File: src/ngss_pkg.sv
// shared constants, types and helper functions for the nearest grid site snap block
`timescale 1ns / 1ps
package ngss_pkg;

  localparam int unsigned MaxEntriesDef = 8;
  localparam int unsigned CoordBitsDef  = 16;
  localparam int unsigned CfgW          = 4;
  localparam int unsigned SlotW         = 3;
  localparam int unsigned PitchW        = 12;
  localparam int unsigned CountW        = 11;
  localparam int unsigned SiteW         = 10;
  localparam int unsigned NumW          = 22;
  localparam int unsigned QuotW         = 10;
  localparam int unsigned MaxSite       = 1023;

  typedef enum logic {
    FuncLoad  = 1'b0,
    FuncQuery = 1'b1
  } func_e;

  // one axis of the snap divider
  typedef struct packed {
    logic              over;
    logic              under;
    logic [SiteW-1:0]  cm;
    logic [PitchW-1:0] p;
    logic [PitchW-1:0] rem;
    logic [QuotW-1:0]  q;
    logic [QuotW-1:0]  lo;
  } lane_t;

  function automatic int unsigned hi_bits(int unsigned c);
    return c + 23;
  endfunction

  function automatic int unsigned gap_bits(int unsigned c);
    return 2 * c + 1;
  endfunction

  function automatic int unsigned grid_bits(int unsigned c);
    return 2 * c + 2 * hi_bits(c) + 2 * PitchW + 2 * SiteW;
  endfunction

  function automatic int unsigned item_bits(int unsigned c);
    return 1 + SlotW + 2 * grid_bits(c) + 2 * c + SlotW + gap_bits(c);
  endfunction

  // count minus one, zero read as one, saturated at the largest grid
  function automatic logic [SiteW-1:0] count_m1(logic [CountW-1:0] n);
    logic [SiteW-1:0] r;
    if (n == '0) begin
      r = '0;
    end else if (n > CountW'(MaxSite + 1)) begin
      r = SiteW'(MaxSite);
    end else begin
      r = SiteW'(n - CountW'(1));
    end
    return r;
  endfunction

  // one restoring division step, one quotient bit
  function automatic lane_t div_step(lane_t l);
    lane_t             r;
    logic [PitchW:0]   t;
    logic              ge;
    r  = l;
    t  = {l.rem, l.lo[QuotW-1]};
    ge = (t >= {1'b0, l.p});
    r.rem = ge ? PitchW'(t - {1'b0, l.p}) : t[PitchW-1:0];
    r.q   = {l.q[QuotW-2:0], ge};
    r.lo  = {l.lo[QuotW-2:0], 1'b0};
    return r;
  endfunction

  function automatic logic [SiteW-1:0] snap_site(lane_t l);
    logic [SiteW-1:0] r;
    if (l.over) begin
      r = l.cm;
    end else if (l.under) begin
      r = '0;
    end else begin
      r = l.q;
    end
    return r;
  endfunction

endpackage

File: src/ngss_snap.sv
// snap stage: clamp flags, rounded offsets and a pipelined divider for both axes
`timescale 1ns / 1ps
module ngss_snap #(
  parameter int unsigned COORD_BITS = ngss_pkg::CoordBitsDef,
  localparam int unsigned ItemW     = ngss_pkg::item_bits(COORD_BITS),
  localparam int unsigned ResW      = 2 * ngss_pkg::SiteW + ngss_pkg::SlotW
                                      + ngss_pkg::gap_bits(COORD_BITS)
) (
  input  logic             clk_i,
  input  logic             rst_ni,
  input  logic             adv_i,
  input  logic             valid_i,
  input  logic [ItemW-1:0] item_i,
  output logic             valid_o,
  output logic [ResW-1:0]  res_o
);
  import ngss_pkg::*;

  localparam int unsigned C     = COORD_BITS;
  localparam int unsigned HW    = hi_bits(COORD_BITS);
  localparam int unsigned GW    = gap_bits(COORD_BITS);
  localparam int unsigned Last  = QuotW;

  typedef struct packed {
    logic [C-1:0]      ox;
    logic [C-1:0]      oy;
    logic [HW-1:0]     hx;
    logic [HW-1:0]     hy;
    logic [PitchW-1:0] px;
    logic [PitchW-1:0] py;
    logic [SiteW-1:0]  cx;
    logic [SiteW-1:0]  cy;
  } grid_t;

  typedef struct packed {
    logic             query;
    logic [SlotW-1:0] slot;
    grid_t            ld;
    logic [C-1:0]     qx;
    logic [C-1:0]     qy;
    logic [SlotW-1:0] best;
    logic [GW-1:0]    gap;
    grid_t            bg;
  } item_t;

  typedef struct packed {
    logic [SlotW-1:0] idx;
    logic [GW-1:0]    gap;
  } tag_t;

  item_t            it;
  lane_t            lx_d, ly_d;
  logic [HW-1:0]    numx, numy;
  logic [Last:0]    v_q;
  lane_t            lx_q [Last+1];
  lane_t            ly_q [Last+1];
  tag_t             tg_q [Last+1];
  logic [SiteW-1:0] row, col;

  assign it = item_i;

  always_comb begin
    numx = HW'(it.qx) - HW'(it.bg.ox) + HW'(it.bg.px >> 1);
    numy = HW'(it.qy) - HW'(it.bg.oy) + HW'(it.bg.py >> 1);

    lx_d.over  = HW'(it.qx) > it.bg.hx;
    lx_d.under = (it.qx < it.bg.ox) || (it.bg.px == '0);
    lx_d.cm    = it.bg.cx;
    lx_d.p     = it.bg.px;
    lx_d.rem   = numx[NumW-1:QuotW];
    lx_d.q     = '0;
    lx_d.lo    = numx[QuotW-1:0];

    ly_d.over  = HW'(it.qy) > it.bg.hy;
    ly_d.under = (it.qy < it.bg.oy) || (it.bg.py == '0);
    ly_d.cm    = it.bg.cy;
    ly_d.p     = it.bg.py;
    ly_d.rem   = numy[NumW-1:QuotW];
    ly_d.q     = '0;
    ly_d.lo    = numy[QuotW-1:0];
  end

  always_ff @(posedge clk_i or negedge rst_ni) begin
    if (!rst_ni) begin
      v_q <= '0;
    end else if (adv_i) begin
      v_q <= {v_q[Last-1:0], valid_i && it.query};
    end
  end

  always_ff @(posedge clk_i) begin
    if (adv_i) begin
      lx_q[0]     <= lx_d;
      ly_q[0]     <= ly_d;
      tg_q[0].idx <= it.best;
      tg_q[0].gap <= it.gap;
      for (int k = 1; k <= Last; k++) begin
        lx_q[k] <= div_step(lx_q[k-1]);
        ly_q[k] <= div_step(ly_q[k-1]);
        tg_q[k] <= tg_q[k-1];
      end
    end
  end

  assign row     = snap_site(ly_q[Last]);
  assign col     = snap_site(lx_q[Last]);
  assign valid_o = v_q[Last];
  assign res_o   = {tg_q[Last].gap, col, row, tg_q[Last].idx};

  assert property (@(posedge clk_i) disable iff (!rst_ni)
    v_q[Last] |-> (row <= ly_q[Last].cm))
    else $error("row beyond grid");

  assert property (@(posedge clk_i) disable iff (!rst_ni)
    v_q[Last] |-> (col <= lx_q[Last].cm))
    else $error("column beyond grid");

  assert property (@(posedge clk_i) disable iff (!rst_ni)
    !adv_i |=> (v_q == $past(v_q)))
    else $error("divider moved while stalled");

endmodule

File: config.mk
export PLATFORM = sky130hd
export DESIGN_NAME = ngss_snap
export DESIGN_NICKNAME = d
export VERILOG_FILES = /design/src/ngss_pkg.sv /design/src/ngss_snap.sv
export SDC_FILE = /design/constraint.sdc
export NUM_CORES = 2
export LEC_CHECK = 0
export BUFFER_PORTS_ARGS = -buffer_cell sky130_fd_sc_hd__buf_2
export CORE_ASPECT_RATIO = 0.75
export CORE_UTILIZATION = 62
export CTS_CLUSTER_DIAMETER = 150
export DETAILED_ROUTE_END_ITERATION = 8
export MAX_ROUTING_LAYER = met4
export PLACE_DENSITY = 0.82
export SYNTH_ARGS = -nofsm -noshare
export SYNTH_HDL_FRONTEND = slang
export SYNTH_SLANG_ARGS = --single-unit
File: constraint.sdc
create_clock -name clk_i -period 3.9 [get_ports clk_i]
set_input_delay 0.39 -clock clk_i [delete_from_list [all_inputs] [get_ports clk_i]]
set_output_delay 0.39 -clock clk_i [all_outputs]
set_load 0.005 [all_outputs]
==> results by group <==
Cells and area
  • FILL cells: 5661
  • # nets final: about 5k
  • Layout cell share with drive strength beyond 1: roughly 16%
  • Storage cell area: ~0.041 sq mm
  • Multi-input logic area: 0.0155 sq mm
  • Syn-to-layout area delta: 14.0%

CTS
  • Total CTS buffers: 120
  • Root Driver: clkbuf_16
  • Clock-pin slew on the worst setup and hold paths: 0.07 ns
  • Clock Latency Late Sink: between 0.7 and 0.8 ns
  • H-tree depth: 3
  • CTS tree: built
  • Total clock sinks: approximately 1.4k
  • PostCTS Resize Cnt: 0
  • CTS Buffer Depth: 3
  • Post-CTS Setup Inserts: 0

Pwr
  • Share of power burned in registers: a little under half
  • Logic pwr share: 27.5%
  • Switching Fraction: 28.5%
  • Power per cell area: about 670 mW/mm^2
  • P_leak: between 0.02 and 0.03 uW
  • Clock Power Share: 26.8%
  • Int Power: 31600 uW
  • Sw Pwr: 12600 uW
  • Total Power: around 44000 uW
  • Peak supply drop: 0.000416 V

Job
  • Number of max-cap violations: 0

Logic synthesis
  • Top FF cell, synth: edfxtp_1
  • Yosys reg bits: roughly 1.4k
  • Post-synthesis sequential area ratio: a little over two thirds
  • Top-area cell type share of the netlist area: a little over two thirds
  • Synth area leader: edfxtp_1
  • Synth area leaders: edfxtp_1, ha_1, mux2_2
  • Post-Synthesis Cells: 3753
  • Netlist Area Pre-Place: 0.0580 sq mm
  • EDFF count, synth: around 1.4k
  • Distinct cells, synth: 71
  • Syn. warnings: 0
  • Syn_nets: roughly 4.5k
  • Syn Area/Cell: ~15 sq um
  • Post-synth ARST share: 0.807%

Route
  • WL final: roughly 110000 microns
  • DRT Pass-1 Iters: 7
  • Number of DRC markers in iteration 0: ~2.6k
  • Vias: 31.7k
  • Residual DRC: 0
  • Via/cell ratio: roughly 5.7
  • Post-DRT Antenna Nets: 0
  • Wire per inst: approximately 19 microns

Place
  • Detailed Place HPWL: between 60000 and 70000 microns
  • Final GP Congestion: ~0.9
  • Port Buffer Count: between 200 and 300

Timing
  • Final period util: between 80% and 90%
  • Worst Max-Slew Pin Slew: 1.15 ns
  • Max-slew violations: 0
  • Total negative slack: 0 ns
  • Layout Skew: between 0.04 and 0.05 ns
  • Final hold vios: 0
  • RSZ-0062 raised after global routing: no
  • Fin crit period: between 3 and 4 ns
  • Fmax: 286 MHz
  • Slew HR: 23.1%
  • # setup viols final: 0

Worst setup path
  • Reg2reg start: ly_q[0][33]
  • CP Data Required Time: about 4.3 ns
  • Max FO, Critical Path: 12
  • Worst Setup SP: ly_q[0][33]
  • CP Class: register to register
  • Critical path startpoint category: register
  • Critical path endpoint category: register
  • Arr. time, crit path: about 3.9 ns

Global route
  • Initial antenna violation count: 3
  • Pin count of the biggest net entering global routing: roughly 130
  • GRT Overall Usage: 22.8%
  • Vias in the first global route: 31.8k
  • First-pass GRT wire length: 165000 microns
  • Global route total overflow: 0

Die
  • Die Y: ~270 microns
  • Die area: between 0.09 and 0.1 sq mm
  • Chip width: 355 microns
  • I/O Pins: roughly 440
  • Initial Util: between 60% and 70%
  • Cell Rows: 96
  • Core area: roughly 0.092 sq mm

Worst hold path
  • Hold Path Class: primary input to asynchronous set/reset pin

Run status
  • Outcome: finished clean
==> critical path, stage by stage (launching register included) <==
cell,delay [ns]
edfxtp_1,0.41
inv_1,0.06
ha_1,0.29
nor2b_1,0.14
o21ai_1,0.08
a21boi_1,0.20
o21ai_1,0.13
a211oi_1,0.40
o32ai_1,0.22
o21bai_1,0.88
mux2_2,0.43
==> registers in the layout, indices dropped and copies added (netlist names) <==
name,count
v_q,11
ly_q,478
lx_q,478
tg_q,396
==> routing by layer <==
layer	wire (microns)	vias to the layer above	track usage [%]
met1	43800	15200	28.3
met5	0	-	-
met3	5140	247	3.06
met4	3470	0	8.24
met2	52700	1045	38.6
li1	-	15200	-
==> final cells by class <==
class	instances	area share, %
repair buffers	413	4.11
flip-flops and latches	1363	61.9
well taps	1225	2.32
diodes	2	0.00757
clock buffers	147	4.79
inverters	386	2.19
clock inverters	74	1.20
multi-input cells	1978	23.5
==> final timing paths <==
kind                       depth (start not counted)     endpoint  slack [ns]
min reg2reg                                        0  lx_q[5][53]        0.39
max in group asynchronous                          2      v_q[10]        3.57
max reg2reg                                       10  ly_q[1][23]        0.40
min                                                2       v_q[3]        0.09
min in group clk_i                                 4  lx_q[0][55]        0.11
max                                               10  ly_q[1][23]        0.40
==> placed cells by master (no fill, tap or decap), drive strengths merged, types with 99 or more instances in the layout <==
cell	count
nand2	107
o21ai	114
edfxtp	1352
ha	332
inv	389
buf	330
nor2	125
clkbuf	147
xnor2	99
a21oi	175
mux2	148
==> synth_stat cells (32+ instances only) <==
master / n
ha_1: 332
or4_1: 32
nor2b_1: 84
o21a_1: 37
o31ai_1: 42
o21ai_0: 87
mux2i_1: 38
mux2_2: 129
xnor2_1: 99
inv_1: 385
xor2_1: 46
nand2_1: 107
nand3_1: 50
a21o_1: 58
or2_2: 49
nand4_1: 64
nor2_1: 125
nor3_1: 80
edfxtp_1: 1352
a21oi_1: 175
==> power by group through the flow <==
stage                     registers [uW]  clock network (uW)  logic, uW
after floorplan                    19900                   0       8960
after CTS                          20100               12100      12000
after global placement             20300                   0      11300
final                              20200               11800      12100
after detailed placement           20400                   0      11600
after global routing               20300               12600      13300
==> logic make-up (layout without fill, tap and decap cells) <==
logic type	count (synthesis)	after routing	synth area share [%]
mux	186	186	3.53
simple gates	690	690	6.31
compound gates	603	603	6.86
xor+xnor	145	145	2.19
flops	1363	1363	70.5
other cells	0	2	0
fa+ha+maj	354	354	7.92
buf+inv	412	1020	2.71
==> what timing repair did <==
item                                    4_1_cts  5_1_grt
endpoints found under the setup margin        0        0
hold buffers                                 83        0
hold endpoints to repair                     92        0
==> through the flow <==
stage / instances / util, % / hold slack, ns / instance area (sq um) / setup slack (ns)
2_1_floorplan: 3753 / - / 0.0944 / 58000 / 0.409
3_3_place_gp: 5282 / 66.6 / 0.263 / 61300 / 0.152
3_5_place_dp: 5282 / 66.6 / 0.267 / 61300 / 0.116
4_1_cts: 5586 / 71.8 / 0.0535 / 66100 / 0.452
5_1_grt: 5588 / 71.8 / 0.0784 / 66100 / 0.197
6_report: 5588 / 71.8 / 0.0931 / 66100 / 0.398
Power figures use the tool's default switching activity.
