File: config.mk
export PLATFORM = sky130hd
export DESIGN_NAME = ngss_entry
export DESIGN_NICKNAME = d
export VERILOG_FILES = /design/src/ngss_pkg.sv /design/src/ngss_entry.sv
export SDC_FILE = /design/constraint.sdc
export NUM_CORES = 2
export LEC_CHECK = 0
export BUFFER_PORTS_ARGS = -buffer_cell sky130_fd_sc_hd__buf_2
export CAP_MARGIN = 20
export CORE_ASPECT_RATIO = 1.75
export CORE_MARGIN = 2
export CORE_UTILIZATION = 30
export CTS_CLUSTER_SIZE = 16
export DETAILED_ROUTE_END_ITERATION = 7
export SLEW_MARGIN = 30
export SYNTH_ARGS = -nofsm -noshare
export SYNTH_HDL_FRONTEND = slang
export SYNTH_SLANG_ARGS = --single-unit
File: constraint.sdc
create_clock -name clk_i -period 22.7 [get_ports clk_i]
set_input_delay 2.27 -clock clk_i [delete_from_list [all_inputs] [get_ports clk_i]]
set_output_delay 2.27 -clock clk_i [all_outputs]
set_load 0.05 [all_outputs]
File: src/ngss_pkg.sv
// shared constants, types and helper functions for the nearest grid site snap block
`timescale 1ns / 1ps
package ngss_pkg;

  localparam int unsigned MaxEntriesDef = 8;
  localparam int unsigned CoordBitsDef  = 16;
  localparam int unsigned CfgW          = 4;
  localparam int unsigned SlotW         = 3;
  localparam int unsigned PitchW        = 12;
  localparam int unsigned CountW        = 11;
  localparam int unsigned SiteW         = 10;
  localparam int unsigned NumW          = 22;
  localparam int unsigned QuotW         = 10;
  localparam int unsigned MaxSite       = 1023;

  typedef enum logic {
    FuncLoad  = 1'b0,
    FuncQuery = 1'b1
  } func_e;

  // one axis of the snap divider
  typedef struct packed {
    logic              over;
    logic              under;
    logic [SiteW-1:0]  cm;
    logic [PitchW-1:0] p;
    logic [PitchW-1:0] rem;
    logic [QuotW-1:0]  q;
    logic [QuotW-1:0]  lo;
  } lane_t;

  function automatic int unsigned hi_bits(int unsigned c);
    return c + 23;
  endfunction

  function automatic int unsigned gap_bits(int unsigned c);
    return 2 * c + 1;
  endfunction

  function automatic int unsigned grid_bits(int unsigned c);
    return 2 * c + 2 * hi_bits(c) + 2 * PitchW + 2 * SiteW;
  endfunction

  function automatic int unsigned item_bits(int unsigned c);
    return 1 + SlotW + 2 * grid_bits(c) + 2 * c + SlotW + gap_bits(c);
  endfunction

  // count minus one, zero read as one, saturated at the largest grid
  function automatic logic [SiteW-1:0] count_m1(logic [CountW-1:0] n);
    logic [SiteW-1:0] r;
    if (n == '0) begin
      r = '0;
    end else if (n > CountW'(MaxSite + 1)) begin
      r = SiteW'(MaxSite);
    end else begin
      r = SiteW'(n - CountW'(1));
    end
    return r;
  endfunction

  // one restoring division step, one quotient bit
  function automatic lane_t div_step(lane_t l);
    lane_t             r;
    logic [PitchW:0]   t;
    logic              ge;
    r  = l;
    t  = {l.rem, l.lo[QuotW-1]};
    ge = (t >= {1'b0, l.p});
    r.rem = ge ? PitchW'(t - {1'b0, l.p}) : t[PitchW-1:0];
    r.q   = {l.q[QuotW-2:0], ge};
    r.lo  = {l.lo[QuotW-2:0], 1'b0};
    return r;
  endfunction

  function automatic logic [SiteW-1:0] snap_site(lane_t l);
    logic [SiteW-1:0] r;
    if (l.over) begin
      r = l.cm;
    end else if (l.under) begin
      r = '0;
    end else begin
      r = l.q;
    end
    return r;
  endfunction

endpackage

File: src/ngss_entry.sv
// one table entry with its two search stages: squared gaps, then best-so-far update
`timescale 1ns / 1ps
module ngss_entry #(
  parameter int unsigned IDX        = 0,
  parameter int unsigned COORD_BITS = ngss_pkg::CoordBitsDef,
  localparam int unsigned ItemW     = ngss_pkg::item_bits(COORD_BITS)
) (
  input  logic                      clk_i,
  input  logic                      rst_ni,
  input  logic                      adv_i,
  input  logic [ngss_pkg::CfgW-1:0] active_i,
  input  logic                      valid_i,
  input  logic [ItemW-1:0]          item_i,
  output logic                      valid_o,
  output logic [ItemW-1:0]          item_o
);
  import ngss_pkg::*;

  localparam int unsigned C  = COORD_BITS;
  localparam int unsigned HW = hi_bits(COORD_BITS);
  localparam int unsigned GW = gap_bits(COORD_BITS);

  typedef struct packed {
    logic [C-1:0]      ox;
    logic [C-1:0]      oy;
    logic [HW-1:0]     hx;
    logic [HW-1:0]     hy;
    logic [PitchW-1:0] px;
    logic [PitchW-1:0] py;
    logic [SiteW-1:0]  cx;
    logic [SiteW-1:0]  cy;
  } grid_t;

  typedef struct packed {
    logic             query;
    logic [SlotW-1:0] slot;
    grid_t            ld;
    logic [C-1:0]     qx;
    logic [C-1:0]     qy;
    logic [SlotW-1:0] best;
    logic [GW-1:0]    gap;
    grid_t            bg;
  } item_t;

  item_t           it_in;
  grid_t           ent_q;
  logic [C-1:0]    dx, dy;
  logic [2*C-1:0]  dx2_d, dy2_d;
  logic            use_d;

  logic            va_q;
  item_t           a_it_q;
  grid_t           a_ent_q;
  logic [2*C-1:0]  a_dx2_q, a_dy2_q;
  logic            a_use_q;

  logic [GW-1:0]   g;
  logic            take;
  item_t           b_it_d;
  logic            vb_q;
  item_t           b_it_q;

  assign it_in = item_i;

  always_ff @(posedge clk_i) begin
    if (adv_i && valid_i && !it_in.query && (32'(it_in.slot) == 32'(IDX))) begin
      ent_q <= it_in.ld;
    end
  end

  always_comb begin
    if (it_in.qx < ent_q.ox) begin
      dx = ent_q.ox - it_in.qx;
    end else if (HW'(it_in.qx) > ent_q.hx) begin
      dx = C'(HW'(it_in.qx) - ent_q.hx);
    end else begin
      dx = '0;
    end
    if (it_in.qy < ent_q.oy) begin
      dy = ent_q.oy - it_in.qy;
    end else if (HW'(it_in.qy) > ent_q.hy) begin
      dy = C'(HW'(it_in.qy) - ent_q.hy);
    end else begin
      dy = '0;
    end
    dx2_d = {{C{1'b0}}, dx} * {{C{1'b0}}, dx};
    dy2_d = {{C{1'b0}}, dy} * {{C{1'b0}}, dy};
    use_d = (IDX == 0) || (32'(active_i) > 32'(IDX));
  end

  always_ff @(posedge clk_i or negedge rst_ni) begin
    if (!rst_ni) begin
      va_q <= 1'b0;
      vb_q <= 1'b0;
    end else if (adv_i) begin
      va_q <= valid_i;
      vb_q <= va_q;
    end
  end

  always_ff @(posedge clk_i) begin
    if (adv_i) begin
      a_it_q  <= it_in;
      a_ent_q <= ent_q;
      a_dx2_q <= dx2_d;
      a_dy2_q <= dy2_d;
      a_use_q <= use_d;
      b_it_q  <= b_it_d;
    end
  end

  always_comb begin
    g      = GW'(a_dx2_q) + GW'(a_dy2_q);
    take   = a_it_q.query && a_use_q && ((IDX == 0) || (g < a_it_q.gap));
    b_it_d = a_it_q;
    if (take) begin
      b_it_d.best = SlotW'(IDX);
      b_it_d.gap  = g;
      b_it_d.bg   = a_ent_q;
    end
  end

  assign valid_o = vb_q;
  assign item_o  = b_it_q;

  // a later entry never raises the best gap
  assert property (@(posedge clk_i) disable iff (!rst_ni)
    (IDX != 0) && adv_i && va_q && a_it_q.query |=> (b_it_q.gap <= $past(a_it_q.gap)))
    else $error("best gap grew at a later entry");

endmodule

==> results.json <==
{
  "status": "complete, no violations",
  "final-setup-viol-count": 0,
  "drc": 0,
  "wl_um": 152000,
  "layout.nets": 5540,
  "clock_skew_ns": 0.0797,
  "required_ns": 23.14,
  "die_height_um": 573,
  "p_int_uw": 3760,
  "cts_buffer_depth": 3,
  "p_leak_uw": 0.0275,
  "io_pins": 769,
  "hold_viol_final": 0,
  "ir_worst_vdd_uv": 80.7,
  "die_area_mm2": 0.188,
  "async_flop_share_pct": 0.177,
  "ys_warn_count": 0,
  "clockRootBuffer": "clkbuf_16",
  "drive_gt1_share_pct": 25.6,
  "tritoncts": "done",
  "port-buffer-count": 764,
  "swShare_pct": 28.5,
  "synth_top_family_by_area": "adder cells",
  "drtIter0Drc": 2317,
  "drt-wirelength-per-cell_um": 21.6,
  "synth_fa_ha_area_share_pct": 18.5,
  "power_per_cell_area_mw_per_mm2": 79.8,
  "dr.pass1.iters": 5,
  "htree_levels": 3,
  "antenna_found_initial": 36,
  "syn_to_final_growth_pct": 18.9,
  "grt_usage_pct": 15.7,
  "worst_path_largest_cell_delay_ns": 0.72,
  "fin_crit_ns": 11.83,
  "fmax_mhz": 84.5,
  "gp_congestion": 0.861,
  "worstMarginPinSlew_ns": 1.01,
  "synth.top_cells.by_area": "edfxtp_1 (61%), fa_1 (12%), ha_1 (6.6%)",
  "synthTopCellsByCount": "edfxtp_1 (1130), inv_1 (521), fa_1 (331), ha_1 (292), nand2_1 (211)",
  "synth_edf_count": 1130,
  "crit_type": "input port to register",
  "yosysTopAreaCell": "edfxtp_1",
  "seqPwrFrac_pct": 48.0,
  "rows": 208,
  "initial_utilization_pct": 30.2,
  "setup_tns_ns": 0,
  "crit_slowest_cell": "nand4_1",
  "grt.overflow.total": 0,
  "clkPwrFrac_pct": 34.1,
  "finalMaxSlewViolations": 0,
  "netlist_instances": 3691,
  "cap_viol_max_count": 0,
  "die_x_um": 329,
  "vias_per_cell": 4.57,
  "dp_slack_ns": 10.07,
  "antenna_violating_nets_post_route": 0,
  "core_mm2": 0.183,
  "num_vias": 32154,
  "path_clk_slew_ns": 0.07,
  "synth-compound-area-share_pct": 5.21,
  "combPwrFrac_pct": 17.8,
  "dp_hpwl_um": 118000,
  "ys_dominant_reg_cell": "edfxtp_1",
  "yosysSeqAreaShare_pct": 61.3,
  "ys_ff_latch": 1132,
  "synth_nets": 4702,
  "clock-sinks": 1132,
  "fin_crit_sh_pct": 52.1,
  "grt_max_degree": 180,
  "yosysMostFrequentCell": "edfxtp_1",
  "crit_path_end_kind": "register",
  "yosys.area_share.simple_pct": 5.00,
  "fillCellCount": 17566,
  "fin_ws_ns": 10.87,
  "cts_setup_buffers": 0,
  "cts_resized": 0,
  "cts_buffers": 103,
  "synth.avg_cell_area_um2": 15.0,
  "worst_setup_path_start_kind": "input port",
  "switchingPower_uw": 1500,
  "rsz0062_at_grt": "no",
  "postCtsHoldBufs": 0,
  "syn_area_mm2": 0.0554,
  "grt_pass1_wl_um": 219000,
  "clk_latency_ns": 0.75,
  "slew_headroom_pct": 32.7,
  "min_path_type": "register to register",
  "hold_slack_ns": 0.336,
  "path_max_fanout": 15,
  "grt_pass1_vias": 33763,
  "synth_top_cell_area_share_pct": 61.2,
  "synth_xor_area_share_pct": 2.08,
  "synth_cell_types": 83,
  "crit_arrival_ns": 12.27,
  "synthMuxAreaShare_pct": 3.80
}
==> worst paths after layout <==
check / start / end / slack [ns] / cells past startpoint
max: item_i[206] / a_dx2_q[31]$_DFFE_PP_ / 10.87 / 34
min: a_it_q[219]$_DFFE_PP_ / item_o[219]$_DFFE_PP_ / 0.34 / 0
max reg2reg: ent_q[138]$_DFFE_PP_ / a_dx2_q[31]$_DFFE_PP_ / 11.95 / 34
min reg2reg: a_it_q[219]$_DFFE_PP_ / item_o[219]$_DFFE_PP_ / 0.34 / 0
max in group asynchronous: rst_ni / va_q$_DFFE_PN0P_ / 21.25 / 1
min in group asynchronous: rst_ni / valid_o$_DFFE_PN0P_ / 1.36 / 1
==> critical path: cells and delay by family <==
kind / cells / cell delay, ns
fa+ha+maj: 9 / 4.00
compound gates: 11 / 3.32
buf+inv: 9 / 1.16
simple gates: 3 / 1.15
xor+xnor: 2 / 0.31
==> cell usage in the layout, fill, tap and decap left out, types with 18 or more instances in the layout <==
cell type,instances
ha_1,292
clkbuf_1,18
clkinv_1,21
nor4_1,20
buf_4,30
mux2_2,186
a21o_1,52
nor3_1,32
xor2_1,49
buf_2,763
nand2_1,211
xnor2_1,80
nand3_1,25
and2_1,40
o21ai_0,76
edfxtp_1,1130
nor2b_1,30
nand2b_1,25
inv_1,521
o21bai_1,18
clkinv_2,18
fa_1,331
o21a_1,37
clkbuf_16,103
nor2_1,154
a21oi_1,109
==> power groups by stage <==
| stage | registers, uW | clock network [uW] | logic [uW] |
|---|---|---|---|
| 6_report | 2530 | 1800 | 937 |
| 2_1_floorplan | 2750 | 0 | 414 |
| 3_3_place_gp | 2570 | 0 | 936 |
| 3_5_place_dp | 2570 | 0 | 943 |
| 4_1_cts | 2530 | 1850 | 950 |
| 5_1_grt | 2540 | 1920 | 1020 |
==> routing by layer <==
metal,part of all wire [%],wire length [um],up-vias,track usage (%)
met3,7.2,10900,256,3.20
met2,52,78400,1025,28.6
met1,37,56500,16145,17.9
li1,-,-,14708,-
met5,0.083,126,-,0
met4,3.8,5790,20,5.96
==> per-stage QoR <==
| stage | instances | area [um2] | utilization, % | power, uW |
|---|---|---|---|---|
| after global placement | 6836 | 62300 | 34.0 | 3510 |
| after global routing | 7034 | 65900 | 35.9 | 5480 |
| after floorplan | 3691 | 55400 | - | 3170 |
| after CTS | 7030 | 65900 | 35.9 | 5330 |
| final | 7039 | 65900 | 35.9 | 5260 |
| after detailed placement | 6838 | 62300 | 34.0 | 3520 |
==> cell type report <==
class                      count  area (um2)  share of cell area (%)
antenna                        8        20.0                  0.0304
clock buffer                 121        2650                    4.01
clock inverter                71         862                    1.31
inverter                     526        1970                    3.00
multi-input combinational   1967       19200                    29.2
sequential                  1132       34000                    51.6
tap                         2415        3020                    4.58
timing repair buffer         799        4160                    6.31
==> registers in the layout, indices dropped and copies added (netlist names) <==
| name | cells |
|---|---|
| a_dx2_q | 31 |
| a_dy2_q | 31 |
| valid_o | 1 |
| item_o | 380 |
| va_q | 1 |
| ent_q | 154 |
| a_it_q | 380 |
| a_ent_q | 154 |
==> cell families after synthesis <==
group | count (synthesis)
DFF | 1132
adders and majority gates | 623
and+or+nand+nor | 596
buffers and inverters | 592
AOI/OAI and AO/OA | 431
muxes | 187
xor gates and xnor gates | 130
No activity file was read; power rests on OpenSTA's default activity.
